<file path="src/rtl/dtcc_pkg.sv">
`timescale 1ns / 1ps

package dtcc_pkg;

  localparam int unsigned MAG_W   = 31;
  localparam int unsigned FRAC_W  = 4;
  localparam int unsigned MANT_W  = 32;
  localparam int unsigned CHAR_W  = 8;
  localparam int unsigned OUT_TDATA_W = 40;

  localparam logic [FRAC_W-1:0] MAX_FRACTION_DIGITS = FRAC_W'(9);
  localparam logic [MAG_W-1:0]  MAG_LIMIT = {MAG_W{1'b1}};

  localparam int unsigned Q_DEPTH = 4;
  localparam int unsigned Q_AW    = $clog2(Q_DEPTH);
  localparam int unsigned Q_CW    = $clog2(Q_DEPTH + 1);

  localparam logic [CHAR_W-1:0] CH_MINUS = 8'h2D;
  localparam logic [CHAR_W-1:0] CH_PLUS  = 8'h2B;
  localparam logic [CHAR_W-1:0] CH_POINT = 8'h2E;
  localparam logic [CHAR_W-1:0] CH_ZERO  = 8'h30;
  localparam logic [CHAR_W-1:0] CH_NINE  = 8'h39;

  typedef enum logic [2:0] {
    K_DIGIT,
    K_POINT,
    K_MINUS,
    K_PLUS,
    K_OTHER
  } kind_t;

  typedef enum logic [1:0] {
    CLS_INTEGER = 2'd0,
    CLS_DECIMAL = 2'd1,
    CLS_TEXT    = 2'd2
  } cls_t;

  typedef struct packed {
    kind_t      kind;
    logic [3:0] digit;
    logic       last;
  } chr_word_t;

  typedef struct packed {
    logic push;
    logic pop;
  } q_req_t;

  typedef struct packed {
    logic full;
    logic empty;
  } q_stat_t;

endpackage

</file>
<file path="src/rtl/dtcc_front.sv">
`timescale 1ns / 1ps

module dtcc_front (
  input  logic                      clk,
  input  logic                      rst_n,
  input  logic                      in_tvalid,
  output logic                      in_tready,
  input  logic [7:0]                in_tdata,
  input  logic                      in_tlast,
  input  dtcc_pkg::q_stat_t         q_stat,
  output logic                      push,
  output dtcc_pkg::chr_word_t       word
);
  import dtcc_pkg::*;

  logic      front_v_r, front_v_nxt;
  chr_word_t word_r, word_nxt;
  logic      take;

  assign push      = front_v_r && !q_stat.full;
  assign in_tready = !front_v_r || !q_stat.full;
  assign take      = in_tvalid && in_tready;
  assign word      = word_r;

  always_comb begin
    word_nxt.last  = in_tlast;
    word_nxt.digit = in_tdata[3:0];
    if (in_tdata >= CH_ZERO && in_tdata <= CH_NINE) begin
      word_nxt.kind = K_DIGIT;
    end else if (in_tdata == CH_POINT) begin
      word_nxt.kind = K_POINT;
    end else if (in_tdata == CH_MINUS) begin
      word_nxt.kind = K_MINUS;
    end else if (in_tdata == CH_PLUS) begin
      word_nxt.kind = K_PLUS;
    end else begin
      word_nxt.kind = K_OTHER;
    end
  end

  always_comb begin
    if (take) begin
      front_v_nxt = 1'b1;
    end else if (push) begin
      front_v_nxt = 1'b0;
    end else begin
      front_v_nxt = front_v_r;
    end
  end

  always_ff @(posedge clk) begin
    if (!rst_n) begin
      front_v_r <= 1'b0;
    end else begin
      front_v_r <= front_v_nxt;
    end
  end

  always_ff @(posedge clk) begin
    if (take) begin
      word_r <= word_nxt;
    end
  end

endmodule

</file>
<file path="src/rtl/dtcc_queue.sv">
`timescale 1ns / 1ps

module dtcc_queue (
  input  logic                clk,
  input  logic                rst_n,
  input  dtcc_pkg::q_req_t    req,
  input  dtcc_pkg::chr_word_t wr_word,
  output dtcc_pkg::q_stat_t   stat,
  output dtcc_pkg::chr_word_t rd_word
);
  import dtcc_pkg::*;

  chr_word_t         mem [Q_DEPTH];
  logic [Q_AW-1:0]   wr_ptr_r, wr_ptr_nxt;
  logic [Q_AW-1:0]   rd_ptr_r, rd_ptr_nxt;
  logic [Q_CW-1:0]   count_r, count_nxt;
  logic              do_push, do_pop;

  assign stat.full  = (count_r == Q_CW'(Q_DEPTH));
  assign stat.empty = (count_r == '0);
  assign do_push    = req.push && !stat.full;
  assign do_pop     = req.pop && !stat.empty;
  assign rd_word    = mem[rd_ptr_r];

  always_comb begin
    wr_ptr_nxt = do_push ? wr_ptr_r + Q_AW'(1) : wr_ptr_r;
    rd_ptr_nxt = do_pop  ? rd_ptr_r + Q_AW'(1) : rd_ptr_r;
    count_nxt  = count_r;
    if (do_push && !do_pop) begin
      count_nxt = count_r + Q_CW'(1);
    end else if (do_pop && !do_push) begin
      count_nxt = count_r - Q_CW'(1);
    end
  end

  always_ff @(posedge clk) begin
    if (!rst_n) begin
      wr_ptr_r <= '0;
      rd_ptr_r <= '0;
      count_r  <= '0;
    end else begin
      wr_ptr_r <= wr_ptr_nxt;
      rd_ptr_r <= rd_ptr_nxt;
      count_r  <= count_nxt;
    end
  end

  always_ff @(posedge clk) begin
    if (do_push) begin
      mem[wr_ptr_r] <= wr_word;
    end
  end

endmodule

</file>
<file path="src/rtl/dtcc_back.sv">
`timescale 1ns / 1ps

module dtcc_back (
  input  logic                       clk,
  input  logic                       rst_n,
  input  dtcc_pkg::q_stat_t          q_stat,
  input  dtcc_pkg::chr_word_t        word,
  output logic                       pop,
  output logic                       out_tvalid,
  input  logic                       out_tready,
  output logic [dtcc_pkg::OUT_TDATA_W-1:0] out_tdata,
  output logic [1:0]                 out_tuser
);
  import dtcc_pkg::*;

  logic               start_r, start_nxt;
  logic               neg_r, neg_nxt;
  logic               body_r, body_nxt;
  logic               point_r, point_nxt;
  logic               bad_r, bad_nxt;
  logic [MAG_W-1:0]   mag_r, mag_nxt;
  logic [FRAC_W-1:0]  frac_r, frac_nxt;
  logic               sat_r, sat_nxt;

  logic               out_v_r, out_v_nxt;
  cls_t               cls_r, cls_nxt;
  logic [MANT_W-1:0]  mant_r, mant_nxt;
  logic [FRAC_W-1:0]  ofrac_r, ofrac_nxt;
  logic               ovf_r, ovf_nxt;

  logic [MAG_W+3:0]   prod;
  logic               add_en;
  logic               emit;

  assign pop  = !q_stat.empty && (!word.last || !out_v_r || out_tready);
  assign emit = pop && word.last;

  assign prod = ({4'd0, mag_r} << 3) + ({4'd0, mag_r} << 1) + {(MAG_W)'(0), word.digit};

  always_comb begin
    start_nxt = start_r;
    neg_nxt   = neg_r;
    body_nxt  = body_r;
    point_nxt = point_r;
    bad_nxt   = bad_r;
    mag_nxt   = mag_r;
    frac_nxt  = frac_r;
    sat_nxt   = sat_r;
    add_en    = 1'b0;

    if (pop) begin
      start_nxt = 1'b0;
      if (start_r && (word.kind == K_MINUS || word.kind == K_PLUS)) begin
        neg_nxt = (word.kind == K_MINUS);
      end else begin
        body_nxt = 1'b1;
        unique case (word.kind)
          K_DIGIT: begin
            if (!point_r) begin
              add_en = 1'b1;
            end else if (frac_r < MAX_FRACTION_DIGITS) begin
              add_en   = 1'b1;
              frac_nxt = frac_r + FRAC_W'(1);
            end
          end
          K_POINT: begin
            if (point_r) begin
              bad_nxt = 1'b1;
            end else begin
              point_nxt = 1'b1;
            end
          end
          default: begin
            bad_nxt = 1'b1;
          end
        endcase
      end
      if (add_en) begin
        if (prod > {4'd0, MAG_LIMIT}) begin
          mag_nxt = MAG_LIMIT;
          sat_nxt = 1'b1;
        end else begin
          mag_nxt = prod[MAG_W-1:0];
        end
      end
    end
  end

  // result from the updated token state
  always_comb begin
    cls_nxt   = cls_r;
    mant_nxt  = mant_r;
    ofrac_nxt = ofrac_r;
    ovf_nxt   = ovf_r;
    if (emit) begin
      if (bad_nxt || !body_nxt) begin
        cls_nxt = CLS_TEXT;
      end else if (point_nxt) begin
        cls_nxt = CLS_DECIMAL;
      end else begin
        cls_nxt = CLS_INTEGER;
      end
      if (cls_nxt == CLS_TEXT) begin
        mant_nxt  = '0;
        ofrac_nxt = '0;
        ovf_nxt   = 1'b0;
      end else begin
        mant_nxt  = neg_nxt ? MANT_W'(0) - {1'b0, mag_nxt} : {1'b0, mag_nxt};
        ofrac_nxt = (cls_nxt == CLS_DECIMAL) ? frac_nxt : '0;
        ovf_nxt   = sat_nxt;
      end
    end
  end

  always_comb begin
    if (emit) begin
      out_v_nxt = 1'b1;
    end else if (out_tready) begin
      out_v_nxt = 1'b0;
    end else begin
      out_v_nxt = out_v_r;
    end
  end

  always_ff @(posedge clk) begin
    if (!rst_n || emit) begin
      start_r <= 1'b1;
      neg_r   <= 1'b0;
      body_r  <= 1'b0;
      point_r <= 1'b0;
      bad_r   <= 1'b0;
      mag_r   <= '0;
      frac_r  <= '0;
      sat_r   <= 1'b0;
    end else begin
      start_r <= start_nxt;
      neg_r   <= neg_nxt;
      body_r  <= body_nxt;
      point_r <= point_nxt;
      bad_r   <= bad_nxt;
      mag_r   <= mag_nxt;
      frac_r  <= frac_nxt;
      sat_r   <= sat_nxt;
    end
  end

  always_ff @(posedge clk) begin
    if (!rst_n) begin
      out_v_r <= 1'b0;
    end else begin
      out_v_r <= out_v_nxt;
    end
  end

  always_ff @(posedge clk) begin
    cls_r   <= cls_nxt;
    mant_r  <= mant_nxt;
    ofrac_r <= ofrac_nxt;
    ovf_r   <= ovf_nxt;
  end

  assign out_tvalid = out_v_r;
  assign out_tuser  = cls_r;
  assign out_tdata  = {{(OUT_TDATA_W - MANT_W - FRAC_W - 1){1'b0}}, ovf_r, ofrac_r, mant_r};

endmodule

</file>
<file path="src/rtl/decimal_token_classify_convert.sv">
`timescale 1ns / 1ps
// Decimal token parser. Characters of one token stream in on the in_ side, one
// byte per word, with in_tlast on the final character. One result word leaves
// on the out_ side per token: class in out_tuser (integer, decimal, text),
// signed mantissa, kept fraction digits and overflow flag in out_tdata.
// Value = mantissa / 10^fraction_digits; text tokens give all zeros.
// Throughput: one character per cycle, except while a final character waits on
// a held result. The limit is the back-end accumulate step (magnitude * 10 +
// digit, clamped), one digit per cycle. A token's last character passes the
// front register, the queue, then read and accumulate into the output register.
// A four-word queue sits between the classifying front end and the
// accumulator. When out_tready is low the result is held; the back end keeps
// consuming non-final characters, then stops at the next final one, the queue
// fills and in_tready drops.
// Reset (rst_n low, synchronous) empties the queue, drops any partial token
// and clears the output valid.
module decimal_token_classify_convert (
  input  logic        clk,
  input  logic        rst_n,
  input  logic        in_tvalid,
  output logic        in_tready,
  input  logic [7:0]  in_tdata,   // [7:0] character
  input  logic        in_tlast,   // token_end
  output logic        out_tvalid,
  input  logic        out_tready,
  output logic [39:0] out_tdata,  // [31:0] mantissa, [35:32] fraction_digits, [36] overflow
  output logic [1:0]  out_tuser   // [1:0] token_class
);
  import dtcc_pkg::*;

  q_stat_t   q_stat;
  q_req_t    q_req;
  chr_word_t front_word;
  chr_word_t back_word;
  logic      push;
  logic      pop;

  assign q_req.push = push;
  assign q_req.pop  = pop;

  dtcc_front u_front (
    .clk       (clk),
    .rst_n     (rst_n),
    .in_tvalid (in_tvalid),
    .in_tready (in_tready),
    .in_tdata  (in_tdata),
    .in_tlast  (in_tlast),
    .q_stat    (q_stat),
    .push      (push),
    .word      (front_word)
  );

  dtcc_queue u_queue (
    .clk     (clk),
    .rst_n   (rst_n),
    .req     (q_req),
    .wr_word (front_word),
    .stat    (q_stat),
    .rd_word (back_word)
  );

  dtcc_back u_back (
    .clk        (clk),
    .rst_n      (rst_n),
    .q_stat     (q_stat),
    .word       (back_word),
    .pop        (pop),
    .out_tvalid (out_tvalid),
    .out_tready (out_tready),
    .out_tdata  (out_tdata),
    .out_tuser  (out_tuser)
  );

endmodule

</file>
<file path="config.mk">
export PLATFORM = sky130hd
export DESIGN_NAME = decimal_token_classify_convert
export DESIGN_NICKNAME = d
export VERILOG_FILES = /design/src/rtl/dtcc_pkg.sv /design/src/rtl/dtcc_front.sv /design/src/rtl/dtcc_queue.sv /design/src/rtl/dtcc_back.sv /design/src/rtl/decimal_token_classify_convert.sv
export SDC_FILE = /design/constraint.sdc
export NUM_CORES = 1
export LEC_CHECK = 0
export BUFFER_PORTS_ARGS = -buffer_cell sky130_fd_sc_hd__buf_2
export CELL_PAD_IN_SITES_DETAIL_PLACEMENT = 0
export CELL_PAD_IN_SITES_GLOBAL_PLACEMENT = 1
export CORE_MARGIN = 1.5
export CORE_UTILIZATION = 52
export DETAILED_ROUTE_END_ITERATION = 6
export GPL_TIMING_DRIVEN = 0
export PLACE_DENSITY = 0.88
export SLEW_MARGIN = 10
export SYNTH_ARGS = -nofsm -noshare
export SYNTH_HDL_FRONTEND = slang
export SYNTH_SLANG_ARGS = --single-unit
</file>
<file path="constraint.sdc">
create_clock -name clk -period 14.9 [get_ports clk]
set_input_delay 0 -clock clk [delete_from_list [all_inputs] [get_ports clk]]
set_output_delay 0 -clock clk [all_outputs]
set_load 0.01 [all_outputs]
</file>
==> flow_metrics.tcl <==
set metrics [dict create \
    peakVddDrop_mv 0.116 \
    cts_tree "yes" \
    cp.required_ns 15.05 \
    syn_area_per_cell_sq_um 9.45 \
    synth_most_common_cell "nor2_1" \
    antenna_found_initial 0 \
    cts_sinks 131 \
    io_pins 57 \
    ys_top_cells_by_area "edfxtp_1 28%, dfxtp_1 12%, ha_1 10%" \
    grt_pass1_vias 7086 \
    cts_resized 0 \
    crit_chain "clkbuf_1 > mux4_1 > inv_1 > fa_1 > fa_1 > nand2b_1 > a211oi_1 > o21ai_1 > o311ai_1 > o21a_1 > o21ai_2 > or4_4 > buf_6 > clkbuf_1 > o22ai_1 > ha_1 > nand3_1 > nor4_2 > o22ai_1 > nor4_2 > a21oi_1 > xnor2_1 > nor2_1" \
    fin_area_sq_um 9890 \
    initial_utilization_pct 53.7 \
    clkPwrFrac_pct 23.5 \
    track_usage_pct 27.3 \
    cp-start-kind "flip-flop" \
    antenna_cells 0 \
    switching_power_w 0.000800 \
    die-area_sq_um 17400 \
    slew_headroom_pct 17.5 \
    finalCritPeriodShare_pct 50.8 \
    core_area_sq_um 16100 \
    worst_slew_pin_slew_ns 1.23 \
    outcome "finished, final reports clean" \
    ys_types 80 \
    synth-async-reset-ratio_pct 0 \
    cts-root-buf "clkbuf_16" \
    setup_violations 0 \
    path_class "flip-flop to flip-flop" \
    clock.fmax_mhz 132 \
    yosysTopAreaCell "edfxtp_1" \
    cp-end-kind "flip-flop" \
    drive_gt1_share_pct 13.6 \
    gr-total-overflow 0 \
    netlist_top_cells_count "127 x nor2_1, 79 x edfxtp_1, 70 x ha_1" \
    crit_fanout 10 \
    path_delay_family "compound AO/OA/AOI/OAI gates" \
    synthCells 913 \
    routedWlPerCell_um 19.0 \
    hold_viol_final 0 \
    multi_input_area_sq_um 4930 \
    cap_violations 0 \
    slowest_stage "o311ai_1" \
    power_density_nw_per_um2 187 \
    ys_ff_latch 131 \
    swShare_pct 43.2 \
    reg2reg_slack_ns 7.33 \
    ys_seq_area_share_pct 39.6 \
    synth_edf_count 79 \
    vias 7509 \
    die_h_um 132 \
    routed_wl_um 23300 \
    ys.flop_type "edfxtp_1" \
    routed_via_density 6.12 \
    firstDrtPassIters 5 \
    yosys_warnings 0 \
    synth_top_area_share_pct 27.5 \
    grt_max_degree 40 \
    post-route-min-period_ns 7.57 \
    cp_slowest_stage_delay_ns 0.59 \
    cp.arrival_ns 7.72 \
    grt_pass1_wl_um 37300 \
    rsz0062_at_grt "false" \
    drc 0 \
    ant_nets 0 \
    fin_nets 1084 \
    combinationalPowerShare_pct 47.9 \
    die_w_um 132 \
    numCtsBuffers 17 \
    intPower_w 0.00105 \
    synth_area_sq_um 8620 \
    p_seq_share_pct 28.6 \
    p_leak_nw 3.89 \
    slew_viol_final 0 \
    post_cts_buffers 0 \
    clock_latency_ns 0.43 \
    htreeDepth 4 \
    clkSlewWorstSetupHoldPaths_ns 0.06 \
    hpwlAfterDp_um 17200 \
    timing.setup.tns_ns 0 \
    clock_skew_ns 0.0138 \
    clockBufferDepth 2 \
    place_area_sq_um 9170 \
    final-seq-area_sq_um 3410 \
    hold_class "input port to flip-flop" \
    portBuffers 53 \
    fillers 1362 \
    drtIter0Drc 736 \
    routabilityCongestion 0.950 \
    area_delta_synth_final_pct 14.7 \
    rows 46 \
    cp_num_buf_inv 4 \
]
final cells by class:
class | count | share of cell area, %
Clock inverter | 15 | 1.91
Inverter | 26 | 0.987
Tap cell | 216 | 2.73
Timing Repair Buffer | 64 | 3.79
Multi-Input combinational cell | 719 | 49.8
Buffer | 39 | 1.94
Clock buffer | 17 | 4.30
Sequential cell | 131 | 34.5
cells in the final DEF, fill, tap and decap left out, types with 5 or more instances in the layout:
master / instances
or3_1: 11
buf_4: 6
clkbuf_16: 17
nor2_1: 127
xor2_1: 19
nand2_1: 61
nand3_1: 13
a21o_1: 11
nor3_1: 29
o22ai_1: 26
buf_2: 59
o21ai_0: 42
mux2i_1: 5
inv_1: 24
o21bai_1: 5
nor4_1: 13
nor4_2: 6
a31oi_1: 10
nand2b_1: 5
o21a_1: 16
dfxtp_1: 52
o211ai_1: 11
inv_6: 5
clkbuf_1: 23
xnor2_1: 37
ha_1: 70
nor2b_1: 15
dlygate4sd3_1: 11
nand4_1: 9
mux4_2: 7
o21ai_1: 9
o31ai_1: 5
a211oi_1: 5
and2_1: 14
a21oi_1: 63
edfxtp_1: 79
state kept, by name (all words and copies together) (netlist names), named ones only:
| register | flops |
|---|---|
| u_queue.count_r | 3 |
| u_queue.mem | 32 |
| u_front.front_v_r | 1 |
| u_back.point_r | 1 |
| u_back.start_r | 1 |
| u_front.word | 8 |
| u_back.out_tvalid | 1 |
| u_back.bad_r | 1 |
| u_back.ofrac_r | 4 |
| u_back.ovf_r | 1 |
| u_back.mant_r | 32 |
| u_queue.rd_ptr_r | 2 |
| u_back.mag_r | 31 |
| u_back.body_r | 1 |
| u_back.neg_r | 1 |
| u_queue.wr_ptr_r | 2 |
| u_back.sat_r | 1 |
| u_back.frac_r | 4 |
| u_back.out_tuser | 2 |
layer usage:
metal,track usage [%],part of all wire [%]
met1,36.6,44
met2,44.6,47
met3,4.54,6.5
met4,10.3,3.1
met5,0,0
through the flow:
step                hold WS [ns]  worst slack [ns]  utilization (%)  std cells  power (W)
floorplan                 0.0989              8.95                -        915    0.00115
global placement           0.176              7.73             57.1       1184    0.00139
detailed placement         0.179              7.63             57.1       1184    0.00139
CTS                        0.279              7.51             61.6       1227    0.00184
global route               0.288              7.00             61.6       1227    0.00195
finish                     0.284              7.33             61.6       1227    0.00185
cells by family (layout without fill, tap and decap cells):
logic type	after synthesis	after routing	synth area share, %
DFF	131	131	39.6
adders and majority gates	73	73	10.9
muxes	13	13	2.71
buffers and inverters	65	161	3.35
xor gates and xnor gates	56	56	5.69
AOI/OAI and AO/OA	239	239	17.8
other	1	3	0.0435
and+or+nand+nor	335	335	20.0
power by group through the flow:
| stage | Combinational (W) | Clock [W] | Sequential [W] |
|---|---|---|---|
| 6_report | 0.000888 | 0.000435 | 0.000530 |
| 5_1_grt | 0.000961 | 0.000454 | 0.000538 |
| 4_1_cts | 0.000871 | 0.000438 | 0.000530 |
| 3_5_place_dp | 0.000856 | 0 | 0.000536 |
| 3_3_place_gp | 0.000850 | 0 | 0.000537 |
| 2_1_floorplan | 0.000605 | 0 | 0.000548 |
path summary, 6_finish.rpt:
kind / cells past startpoint / start / endpoint
setup reg to reg: 23 / flip-flop / u_back.mant_r[24]$_SDFFCE_PP0P_
hold reg to reg: 1 / u_back.start_r$_SDFFE_PP1P_ / u_back.start_r$_SDFFE_PP1P_
setup / recovery: 23 / flip-flop / u_back.mant_r[24]$_SDFFCE_PP0P_
hold / removal: 2 / in_tlast / u_front.word[0]$_DFFE_PP_
timing repair:
action / CTS / global route
hold endpoints to repair: 11 / 0
hold buffers: 11 / 0
endpoints found under the setup margin: 0 / 0
(Power assumes the default switching activity.)
